[src/assert_macros.svh]
// ----------------------------------------------------------------------------
// assertion macros
// shared concurrent assertion wrappers, clocked on clk_i
// ----------------------------------------------------------------------------
`ifndef ASSERT_MACROS_SVH
`define ASSERT_MACROS_SVH

// checked only while out of reset
`define ASSERT_ON(lbl, prop, msg) \
  lbl: assert property (@(posedge clk_i) disable iff (!rst_ni) prop) else $error(msg);

// checked at every edge, reset included
`define ASSERT_ALWAYS(lbl, prop, msg) \
  lbl: assert property (@(posedge clk_i) prop) else $error(msg);

`endif

[src/scqde_pkg.sv]
// ----------------------------------------------------------------------------
// scqde_pkg
// types and constants of the sparse coefficient quantizer and delta encoder
// ----------------------------------------------------------------------------
package scqde_pkg;

  typedef logic [1:0] kind_t;

  localparam kind_t KIND_SHIFT   = 2'd0;
  localparam kind_t KIND_ENTRY   = 2'd1;
  localparam kind_t KIND_COL_END = 2'd2;
  localparam kind_t KIND_RSVD    = 2'd3;

  localparam kind_t REC_SHIFT = 2'd0;
  localparam kind_t REC_COEFF = 2'd1;
  localparam kind_t REC_FILL  = 2'd2;

  localparam int VALUE_W     = 32;
  localparam int ROW_W       = 16;
  localparam int COL_W       = 16;
  localparam int IDX_W       = 20;
  localparam int DELTA_W     = 16;
  localparam int LEVEL_W     = 8;
  localparam int STEP_W      = 17;
  localparam int IN_TDATA_W  = 64;
  localparam int OUT_TDATA_W = 80;
  localparam int OUT_PAD_W   = OUT_TDATA_W - IDX_W - DELTA_W - LEVEL_W - VALUE_W;

  localparam int DIV_W     = 31;
  localparam int DIV_CNT_W = 5;

  localparam int STEP_BASE   = 4000;
  localparam int SHIFT_INIT  = 127;
  localparam int DEQ_DIVISOR = 25;
  localparam int DEQ_BIAS    = 12;
  localparam int DEQ_SHIFT   = 6;

endpackage

[src/sparse_coeff_quant_delta_encoder_core.sv]
// ----------------------------------------------------------------------------
// sparse_coeff_quant_delta_encoder_core
// quantizes and delta-encodes sparse matrix entries and shift samples
// ----------------------------------------------------------------------------
// input stream: s_tuser_i carries the item kind (shift, entry, column end),
// s_tdata_i the value, row and column. output stream: m_tuser_o carries the
// record kind, m_tdata_o the index, position delta, level and rebuilt value.
// row_count is written through cfg_we_i / cfg_wdata_i; the user must do so
// only while the block idles, which the block does not enforce. one item is
// processed at a time; s_tready_o is high while idle. shift samples and fill
// records pass through the prep and emit states, and emit loads the output
// register; a column end that emits nothing returns to idle from prep. a
// matrix entry runs two passes of a shared radix-2 divider, 31 quotient bits
// each (quantize, then dequantize); an entry that quantizes to zero ends
// after the first pass. results go to an output register, so a new item is
// taken while the last result still waits; if the receiver still stalls when
// the next result is finished, that result holds in the block until the
// output register frees. reset clears the control state: row_count 1,
// previous shift 127, counters and last position 0, output empty.
// ----------------------------------------------------------------------------
module sparse_coeff_quant_delta_encoder_core #(
  parameter int POSITION_WIDTH = 32,
  parameter int COUNT_WIDTH    = 20
) (
  input  logic                               clk_i,
  input  logic                               rst_ni,
  input  logic                               cfg_we_i,
  input  logic [scqde_pkg::ROW_W-1:0]        cfg_wdata_i,
  input  logic                               s_tvalid_i,
  output logic                               s_tready_o,
  // value, row, column
  input  logic [scqde_pkg::IN_TDATA_W-1:0]   s_tdata_i,
  // kind
  input  scqde_pkg::kind_t                   s_tuser_i,
  output logic                               m_tvalid_o,
  input  logic                               m_tready_i,
  // index, position_delta, level, rebuilt_value, zero pad
  output logic [scqde_pkg::OUT_TDATA_W-1:0]  m_tdata_o,
  // record_kind
  output scqde_pkg::kind_t                   m_tuser_o
);

  import scqde_pkg::*;

  localparam logic [2:0] S_IDLE = 3'd0;
  localparam logic [2:0] S_PREP = 3'd1;
  localparam logic [2:0] S_DIV1 = 3'd2;
  localparam logic [2:0] S_DEQ  = 3'd3;
  localparam logic [2:0] S_DIV2 = 3'd4;
  localparam logic [2:0] S_EMIT = 3'd5;

  logic [2:0]                state_q, state_d;
  logic [ROW_W-1:0]          rc_q, rc_d;
  logic [LEVEL_W-1:0]        prev_q, prev_d;
  logic [POSITION_WIDTH-1:0] last_q, last_d;
  logic                      colem_q, colem_d;
  logic [COUNT_WIDTH-1:0]    scnt_q, scnt_d;
  logic [COUNT_WIDTH-1:0]    rcnt_q, rcnt_d;
  logic [DIV_CNT_W-1:0]      cnt_q, cnt_d;
  logic                      m_valid_q, m_valid_d;

  kind_t                     in_kind_q, in_kind_d;
  logic [VALUE_W-1:0]        val_q, val_d;
  logic [ROW_W-1:0]          row_q, row_d;
  logic [COL_W-1:0]          col_q, col_d;
  logic [DIV_W-1:0]          dq_q, dq_d;
  logic [STEP_W-1:0]         rem_q, rem_d;
  logic [STEP_W-1:0]         dvs_q, dvs_d;
  logic [POSITION_WIDTH-1:0] pos_q, pos_d;
  kind_t                     res_kind_q, res_kind_d;
  logic [LEVEL_W-1:0]        res_level_q, res_level_d;
  logic [VALUE_W-1:0]        res_reb_q, res_reb_d;
  kind_t                     m_kind_q, m_kind_d;
  logic [IDX_W-1:0]          m_index_q, m_index_d;
  logic [DELTA_W-1:0]        m_delta_q, m_delta_d;
  logic [LEVEL_W-1:0]        m_level_q, m_level_d;
  logic [VALUE_W-1:0]        m_reb_q, m_reb_d;

  logic                      in_xfer;
  logic                      out_free;
  logic                      neg;
  logic [VALUE_W-1:0]        mag;
  logic [23:0]               sh_q;
  logic [LEVEL_W-1:0]        sh_low;
  logic [VALUE_W-1:0]        sh_mag;
  logic [VALUE_W-1:0]        sh_reb;
  logic [STEP_W-1:0]         step;
  logic [39:0]               num;
  logic [STEP_W-1:0]         mul_a;
  logic [32:0]               prod;
  logic [33:0]               pos_sum;
  logic [STEP_W+1:0]         trial;
  logic                      qbit;
  logic [LEVEL_W-1:0]        lmag;
  logic [24:0]               xmul;

  assign in_xfer    = s_tvalid_i && s_tready_o;
  assign out_free   = !m_valid_q || m_tready_i;
  assign s_tready_o = (state_q == S_IDLE);
  assign m_tvalid_o = m_valid_q;
  assign m_tuser_o  = m_kind_q;
  assign m_tdata_o  = {{OUT_PAD_W{1'b0}}, m_reb_q, m_level_q, m_delta_q, m_index_q};

  // operand forms shared by the states
  always_comb begin
    neg     = val_q[VALUE_W-1];
    mag     = neg ? (~val_q + 32'd1) : val_q;
    sh_q    = 24'((33'(mag) + 33'd128) >> 8);
    sh_low  = neg ? (8'd0 - sh_q[7:0]) : sh_q[7:0];
    sh_mag  = {sh_q, 8'd0};
    sh_reb  = (!neg && sh_q[23]) ? 32'h7fff_ffff : (neg ? (32'd0 - sh_mag) : sh_mag);
    step    = STEP_W'(STEP_BASE) + STEP_W'(row_q);
    num     = (40'(mag) << 6) + (40'(mag) << 5) + (40'(mag) << 2) + (40'(step) << 7);
    mul_a   = (in_kind_q == KIND_COL_END) ? (STEP_W'(col_q) + 17'd1) : STEP_W'(col_q);
    prod    = 33'(mul_a) * 33'(rc_q);
    pos_sum = 34'(prod) + ((in_kind_q == KIND_ENTRY) ? 34'(row_q) : 34'd0);
    trial   = {1'b0, rem_q, dq_q[DIV_W-1]} - {2'b00, dvs_q};
    qbit    = !trial[STEP_W+1];
    if (neg) begin
      lmag = (dq_q > DIV_W'(128)) ? 8'd128 : dq_q[LEVEL_W-1:0];
    end else begin
      lmag = (dq_q > DIV_W'(127)) ? 8'd127 : dq_q[LEVEL_W-1:0];
    end
    xmul = 25'(lmag) * 25'(step);
  end

  always_comb begin
    state_d     = state_q;
    rc_d        = cfg_we_i ? cfg_wdata_i : rc_q;
    prev_d      = prev_q;
    last_d      = last_q;
    colem_d     = colem_q;
    scnt_d      = scnt_q;
    rcnt_d      = rcnt_q;
    cnt_d       = cnt_q;
    m_valid_d   = m_valid_q && !m_tready_i;
    in_kind_d   = in_kind_q;
    val_d       = val_q;
    row_d       = row_q;
    col_d       = col_q;
    dq_d        = dq_q;
    rem_d       = rem_q;
    dvs_d       = dvs_q;
    pos_d       = pos_q;
    res_kind_d  = res_kind_q;
    res_level_d = res_level_q;
    res_reb_d   = res_reb_q;
    m_kind_d    = m_kind_q;
    m_index_d   = m_index_q;
    m_delta_d   = m_delta_q;
    m_level_d   = m_level_q;
    m_reb_d     = m_reb_q;

    case (state_q)
      S_IDLE: begin
        if (in_xfer) begin
          in_kind_d = s_tuser_i;
          val_d     = s_tdata_i[VALUE_W-1:0];
          row_d     = s_tdata_i[VALUE_W+ROW_W-1:VALUE_W];
          col_d     = s_tdata_i[IN_TDATA_W-1:VALUE_W+ROW_W];
          if (s_tuser_i != KIND_RSVD) begin
            state_d = S_PREP;
          end
        end
      end
      S_PREP: begin
        pos_d = POSITION_WIDTH'(pos_sum);
        case (in_kind_q)
          KIND_SHIFT: begin
            res_kind_d  = REC_SHIFT;
            res_level_d = sh_low - prev_q;
            res_reb_d   = sh_reb;
            state_d     = S_EMIT;
          end
          KIND_ENTRY: begin
            dq_d    = DIV_W'(num >> 8);
            rem_d   = '0;
            dvs_d   = step;
            cnt_d   = DIV_CNT_W'(DIV_W - 1);
            state_d = S_DIV1;
          end
          KIND_COL_END: begin
            if (colem_q) begin
              colem_d = 1'b0;
              state_d = S_IDLE;
            end else begin
              res_kind_d  = REC_FILL;
              res_level_d = '0;
              res_reb_d   = '0;
              state_d     = S_EMIT;
            end
          end
          default: begin
            state_d = S_IDLE;
          end
        endcase
      end
      S_DIV1, S_DIV2: begin
        rem_d = qbit ? trial[STEP_W-1:0] : STEP_W'({rem_q, dq_q[DIV_W-1]});
        dq_d  = {dq_q[DIV_W-2:0], qbit};
        cnt_d = cnt_q - 5'd1;
        if (cnt_q == '0) begin
          state_d = (state_q == S_DIV1) ? S_DEQ : S_EMIT;
        end
      end
      S_DEQ: begin
        if (lmag == '0) begin
          state_d = S_IDLE;
        end else begin
          res_kind_d  = REC_COEFF;
          res_level_d = neg ? (8'd0 - lmag) : lmag;
          // rebuilt magnitude = floor((64 * |level| * step + 12) / 25)
          dq_d        = (DIV_W'(xmul) << DEQ_SHIFT) + DIV_W'(DEQ_BIAS);
          rem_d       = '0;
          dvs_d       = STEP_W'(DEQ_DIVISOR);
          cnt_d       = DIV_CNT_W'(DIV_W - 1);
          state_d     = S_DIV2;
        end
      end
      S_EMIT: begin
        if (out_free) begin
          m_valid_d = 1'b1;
          m_kind_d  = res_kind_q;
          m_level_d = res_level_q;
          if (res_kind_q == REC_SHIFT) begin
            m_index_d = IDX_W'(scnt_q);
            m_delta_d = '0;
            m_reb_d   = res_reb_q;
            prev_d    = prev_q + res_level_q;
            scnt_d    = scnt_q + 1'b1;
          end else begin
            m_index_d = IDX_W'(rcnt_q);
            m_delta_d = DELTA_W'(pos_q - last_q);
            m_reb_d   = (res_kind_q == REC_COEFF)
                        ? (neg ? (32'd0 - 32'(dq_q)) : 32'(dq_q)) : res_reb_q;
            last_d    = pos_q;
            rcnt_d    = rcnt_q + 1'b1;
            if (res_kind_q == REC_COEFF) begin
              colem_d = 1'b1;
            end
          end
          state_d = S_IDLE;
        end
      end
      default: begin
        state_d = S_IDLE;
      end
    endcase
  end

  always_ff @(posedge clk_i or negedge rst_ni) begin
    if (!rst_ni) begin
      state_q   <= S_IDLE;
      rc_q      <= 16'd1;
      prev_q    <= LEVEL_W'(SHIFT_INIT);
      last_q    <= '0;
      colem_q   <= 1'b0;
      scnt_q    <= '0;
      rcnt_q    <= '0;
      cnt_q     <= '0;
      m_valid_q <= 1'b0;
    end else begin
      state_q   <= state_d;
      rc_q      <= rc_d;
      prev_q    <= prev_d;
      last_q    <= last_d;
      colem_q   <= colem_d;
      scnt_q    <= scnt_d;
      rcnt_q    <= rcnt_d;
      cnt_q     <= cnt_d;
      m_valid_q <= m_valid_d;
    end
  end

  always_ff @(posedge clk_i) begin
    in_kind_q   <= in_kind_d;
    val_q       <= val_d;
    row_q       <= row_d;
    col_q       <= col_d;
    dq_q        <= dq_d;
    rem_q       <= rem_d;
    dvs_q       <= dvs_d;
    pos_q       <= pos_d;
    res_kind_q  <= res_kind_d;
    res_level_q <= res_level_d;
    res_reb_q   <= res_reb_d;
    m_kind_q    <= m_kind_d;
    m_index_q   <= m_index_d;
    m_delta_q   <= m_delta_d;
    m_level_q   <= m_level_d;
    m_reb_q     <= m_reb_d;
  end

`include "assert_macros.svh"

  `ASSERT_ON(a_xfer_to_prep, (in_xfer && s_tuser_i != KIND_RSVD) |=> (state_q == S_PREP), "item transfer did not start processing")
  `ASSERT_ON(a_deq_divisor, (state_q == S_DIV2) |-> (dvs_q == STEP_W'(DEQ_DIVISOR)), "dequantize pass with wrong divisor")
  `ASSERT_ON(a_coeff_nonzero, (m_valid_q && m_kind_q == REC_COEFF) |-> (m_level_q != '0), "coefficient record with zero level")
  `ASSERT_ALWAYS(a_fill_zero, (m_valid_q && m_kind_q == REC_FILL) |-> (m_level_q == '0 && m_reb_q == '0), "fill record with nonzero payload")

endmodule
[config.mk]
export PLATFORM = sky130hd
export DESIGN_NAME = sparse_coeff_quant_delta_encoder_core
export DESIGN_NICKNAME = d
export VERILOG_FILES = /design/src/scqde_pkg.sv /design/src/sparse_coeff_quant_delta_encoder_core.sv
export VERILOG_INCLUDE_DIRS = /design/src /design/src/src
export SDC_FILE = /design/constraint.sdc
export NUM_CORES = 1
export LEC_CHECK = 0
export BUFFER_PORTS_ARGS = -buffer_cell sky130_fd_sc_hd__buf_2
export CAP_MARGIN = 25
export CORE_MARGIN = 3
export CORE_UTILIZATION = 64
export CTS_BUF_LIST = sky130_fd_sc_hd__clkbuf_4
export DETAILED_ROUTE_END_ITERATION = 10
export PLACE_DENSITY = 0.9
export SKIP_CTS_REPAIR_TIMING = 1
export SLEW_MARGIN = 25
export SYNTH_ARGS = -nofsm -noshare
export SYNTH_HDL_FRONTEND = slang
export SYNTH_SLANG_ARGS = --single-unit
[constraint.sdc]
create_clock -name clk_i -period 8.98 [get_ports clk_i]
set_clock_uncertainty 0.2 [all_clocks]
set_input_delay 0 -clock clk_i [delete_from_list [all_inputs] [get_ports clk_i]]
set_output_delay 0 -clock clk_i [all_outputs]
set_load 0.01 [all_outputs]
# == After elaboration in Yosys (flattened, before gate mapping) ==
# Index checks and enable logic that the tools add are counted.
# W data, S select, Z words.
# classes
n_addsub,20
multipliers,2
n_div,0
n_lt_le_gt_ge,2
eq_ne,21
n_shift,0
muxes,53
bitwise,2
reduce_logical,28
# op_table
operator,n
$mux W32,7
$mux W17,6
$pmux W31 S3,1
$pmux W32 S2,1
$mux W31,2
$mux W8,7
$pmux W17 S3,1
$add A20 B1 Y20 const B,2
$add A38 B37 Y39,1
$add A39 B24 Y39,1
$add A39 B34 Y39,1
$pmux W17 S2,1
$add A32 B1 Y32 const B,1
$add A32 B8 Y32 const B,1
$not A32 Y32,1
$pmux W8 S2,2
$sub A1 B31 Y32 const A,1
$sub A1 B32 Y32 const A,1
$add A31 B4 Y31 const B,1
$gt A31 B7 Y1 const B,1
$gt A31 B8 Y1 const B,1
$mul A8 B17 Y25,1
$mux W3,7
$mux W20,1
43 further kinds,78
# totals
ff_bits,357
latchBits,0
mem_bits_rw,0
romBits,0
in_bits,87
output_inout_bits,84
wordCells,153
n_memories,0

# == Logic depth before layout (Yosys ltp) ==
# logic_depth
depth_word,9
ltp_mapped,28

# == Least setup slack after synthesis ==
# Ideal clock, no wire load.
# synth_path
kind,register to register
from,reg dq_q[17]
to,reg dq_q[27] (data pin)
setup_ns,0.267
t_arrival_ns,6.911
t_required_ns,8.513
path_slack_ns,1.602
path_stages_with_launch,27
n_path_buf,2
synth_period_minus_slack_ns,7.378
cell_sequence,edfxtp_1 or4_1 nor4_1 nand4_1 nor2b_1 nor2_1 clkbuf_1 a21oi_1 clkbuf_1 nor2_1 fa_1 fa_1 fa_1 inv_1 fa_1 inv_1 ha_1 a21o_1 a21oi_1 nor2b_1 o211ai_1 o21ai_0 o41ai_1 o21ai_0 xor2_1 a22oi_1 o21ai_0
# synth_via
elab_chain_cells,7
elab_cells_between_ends,9
# synth_rtl
element,line_no,text
start: declaration,sparse_coeff_quant_delta_encoder_core.sv:66,"logic [DIV_W-1:0] dq_q, dq_d;"
start signal: assignment,sparse_coeff_quant_delta_encoder_core.sv:280,dq_q <= dq_d;
$gt A31 B7 Y1 or $gt A31 B8 Y1 (tied branches),"sparse_coeff_quant_delta_encoder_core.sv:122, sparse_coeff_quant_delta_encoder_core.sv:120",
$mux W8 (on tied branches),"sparse_coeff_quant_delta_encoder_core.sv:122, sparse_coeff_quant_delta_encoder_core.sv:120",
$mux W8 *,sparse_coeff_quant_delta_encoder_core.sv:119,if (neg) begin
$mul A8 B17 Y25 *,sparse_coeff_quant_delta_encoder_core.sv:124,xmul = 25'(lmag) * 25'(step);
$add A31 B4 Y31 *,sparse_coeff_quant_delta_encoder_core.sv:213,dq_d = (DIV_W'(xmul) << DEQ_SHIFT) + DIV_W'(DEQ_BIAS);
$mux W31 *,sparse_coeff_quant_delta_encoder_core.sv:207,if (lmag == '0) begin
$pmux W31 S3 *,sparse_coeff_quant_delta_encoder_core.sv:154,case (state_q)
net dq_d[27],sparse_coeff_quant_delta_encoder_core.sv:66,
# The timed path passes the listed nets; every way through them passes the cells marked *. The select of a mux whose other input is x is not followed.
# A chain may end at the register's enable or synchronous reset.

# == Worst setup path in the final report ==
# layout_path
from,reg in_kind_q[0]
to,reg pos_q[15] (data pin)
# layout_via
elab_chain_cells,4
elab_cells_between_ends,6
# layout_rtl
element,line_no,text
start: declaration,sparse_coeff_quant_delta_encoder_core.sv:62,"kind_t in_kind_q, in_kind_d;"
start signal: assignment,sparse_coeff_quant_delta_encoder_core.sv:276,in_kind_q <= in_kind_d;
$eq A2 B2 Y1,sparse_coeff_quant_delta_encoder_core.sv:114,mul_a = (in_kind_q == KIND_COL_END) ? (STEP_W'(col_q) + 17'd1) : STEP_W'(col_q);
$mux W17,sparse_coeff_quant_delta_encoder_core.sv:114,
$mul A17 B16 Y16,sparse_coeff_quant_delta_encoder_core.sv:115,prod = 33'(mul_a) * 33'(rc_q);
$add A16 B16 Y16 *,sparse_coeff_quant_delta_encoder_core.sv:116,pos_sum = 34'(prod) + ((in_kind_q == KIND_ENTRY) ? 34'(row_q) : 34'd0);
net pos_sum[15],sparse_coeff_quant_delta_encoder_core.sv:91,logic [33:0] pos_sum;
end signal: assignment,sparse_coeff_quant_delta_encoder_core.sv:283,pos_q <= pos_d;
end: declaration,sparse_coeff_quant_delta_encoder_core.sv:69,"logic [POSITION_WIDTH-1:0] pos_q, pos_d;"
# The timed path passes the listed nets; every way through them passes the cells marked *.

==> impl_results.md <==
- Chip width: 222 µm
- Share of Yosys cell area claimed by the top area cell type: 26.2%
- Initial antenna violation count: 3
- Final Hold Fails: 0
- Wire per inst: 19.9 µm
- Worst endpoint required time: 9.38 ns
- Post-Route WL: 80,500 µm
- Port Buf Inserts: 166
- Hold Startpoint: s_tvalid_i
- DR iter-0 viols: 2,431
- Number of synthesized flops with an enable pin: 260
- Slew Limit Fails: 0
- Cells taking the most area after synthesis: edfxtp_1 26%, fa_1 16%, ha_1 9.3%
- Die area: 49,100 µm²
- Clock latency on the worst-skew pair: 0.87 ns
- Synth area leader: edfxtp_1
- Status: finished clean
- First drt pass iteration count: 6
- Post-Syn Area per Cell: 10.0 µm²
- Clock tree buffer depth: 3
- Met3 usage: 7.89%
- CP peak stage delay: 0.59 ns
- Post-DP HPWL: 57,800 µm
- Synth Warn #: 0
- Setup CP Type: reg -> reg
- TritonCTS clock tree: done
- Final #Nets: 3,901
- Relative slew slack: 30.6%
- Starting Density: 65.1%
- GRT met1 Usage: 40.3%
- Vias in the first global route: 23,700
- MaxCap Viol Count: 0
- Rows: 78
- Critical Path Fanout Max: 7
- Met2 Usage GRT: 48.7%
- Netlist cell types: 92
- Crit path buf inv count: 5
- Clock slew at reported path FFs: 0.06 ns
- Worst Tran Pin Value: 1.04 ns
- CTS Buf Count: 90
- Sequential share of the synthesized area: 33.9%
- Worst min path class: in -> reg
- RSZ-0062 raised after global routing: false
- Final GP Congestion: 0.983
- Worst r2r src: in_kind_q[0]$_DFFE_PP_
- Die height: 222 µm
- Max frequency: 120 MHz
- Largest net degree at the start of global routing: 80
- Area Growth Syn to Fin: 15.5%
- Busiest grt layer: met2
- H-Tree Depth: 3
- Worst setup EP type: register
- Drc violations: 0
- Total GRT Usage: 30.4%
- Top_reg_cell synth: edfxtp_1
- Routed vias: 24,100
- Share of layout cells above drive strength 1: 13.0%
- Root buf cell: clkbuf_4
- Asr flop ratio synth: 25.7%
- I/O pin cnt: 171
- Final worst-path cycle share: 93.0%
- Synth cell count leaders: 385 x inv_1, 286 x nand2_1, 260 x edfxtp_1, 234 x fa_1, 230 x nor2_1
- Most frequent cell after synthesis: inv_1
- Top delay family on crit path: adder cells
- Post-synthesis instance area: 29,700 µm²
- Final setup violation count: 0
- Clock sinks: 350
- Vias/cell: 5.97
- Mapped Cells: 2,964
- Highest-delay cell along the critical path: edfxtp_1
- Tmin final: 8.35 ns
- Synth Register Bits: 350
- Gr ovfl total: 0
- Crit-path most repeated cell: xnor2_1
- Crit path DAT: 8.76 ns
- CORE AREA: 45,700 µm²
- Core Util, Final: 75.2%
- Final ANT Viol Nets: 0
- Crit start category: register
- Setup_tns: 0 ns
- Critical Path Source: in_kind_q[0]$_DFFE_PP_
- First-pass GRT wire length: 121,000 µm
cell usage in the layout (no fill, tap or decap), types with 40 or more instances in the layout:
cell type and instances:
inv_1 384, nand2_1 285, edfxtp_1 260, fa_1 234, nor2_1 228, ha_1 221, dlygate4sd3_1 188, xnor2_1 187
buf_2 165, o21ai_0 151, clkbuf_4 114, xor2_1 98, a21oi_1 92, dfrtp_1 82, and2_1 72, nand3_1 46
buf_4 42, nor3_1 40
routing by layer:
metal	part of all wire, %	wire [µm]	vias to the layer above
met5	0	0	-
met4	4.1	3320	0
met3	10	8110	303
met2	48	38500	1344
met1	38	30600	11600
li1	-	-	10800
state kept, by name, summed over array words and instances, names as in the netlist, 2 cells and up:
name         cells
m_index_q       20
rc_q            16
res_level_q      8
state_q          3
dq_q            31
rcnt_q          20
val_q           32
in_kind_q        2
rem_q           17
res_reb_q       25
col_q           16
scnt_q          20
dvs_q           17
last_q          16
m_delta_q       16
res_kind_q       2
m_tuser_o        2
m_reb_q         32
prev_q           8
cnt_q            5
m_level_q        8
row_q           16
pos_q           16
path summary, 6_finish.rpt:
| path | to | slack [ns] | cells past startpoint |
|---|---|---|---|
| min in group asynchronous | rc_q[2]$_DFFE_PN0P_ | 0.67 | 5 |
| setup reg to reg | pos_q[15]$_DFFE_PP_ | 0.63 | 25 |
| setup / recovery | pos_q[15]$_DFFE_PP_ | 0.63 | 25 |
| max in group asynchronous | rcnt_q[2]$_DFFE_PN0P_ | 6.91 | 5 |
| hold reg to reg | m_level_q[3]$_DFFE_PP_ | 0.27 | 0 |
| hold / removal | state_q[0]$_DFFE_PN0P_ | 0.13 | 6 |
metrics by stage:
stage	instances	area, µm²	hold WS (ns)	setup WS [ns]
global placement	3677	31300	-0.273	1.26
floorplan	2967	29800	-0.496	1.60
detailed placement	3677	31300	-0.266	1.02
finish	4036	34400	0.134	0.627
CTS	3843	32400	-1.22	0.981
global route	4036	34400	0.145	0.288
cell type report:
type                    instances  area (µm²)
well taps                     600         751
clock inverters                52         267
multi-input cells            2130       17900
flip-flops and latches        350       10100
fillers                      3086       11300
repair buffers                397        3070
inverters                     390        1460
clock buffers                 114         856
diodes                          3        7.51
tightest hold or removal path: stages:
cell,delay (ns)
dlygate4sd3_1,0.53
buf_2,0.13
a211oi_1,0.07
a21oi_1,0.12
o32ai_1,0.11
o22ai_1,0.12
cell families after synthesis:
family / synth area share [%]
fa+ha+maj: 25.0
buf+inv: 6.23
xor+xnor: 8.83
mux: 2.15
flops: 33.9
simple gates: 13.9
compound gates: 9.94
other cells: 0.0126
Power is left out: the tool's default activity adds up to more than one toggle a clock period on the data nets, which glitch-free logic cannot reach.
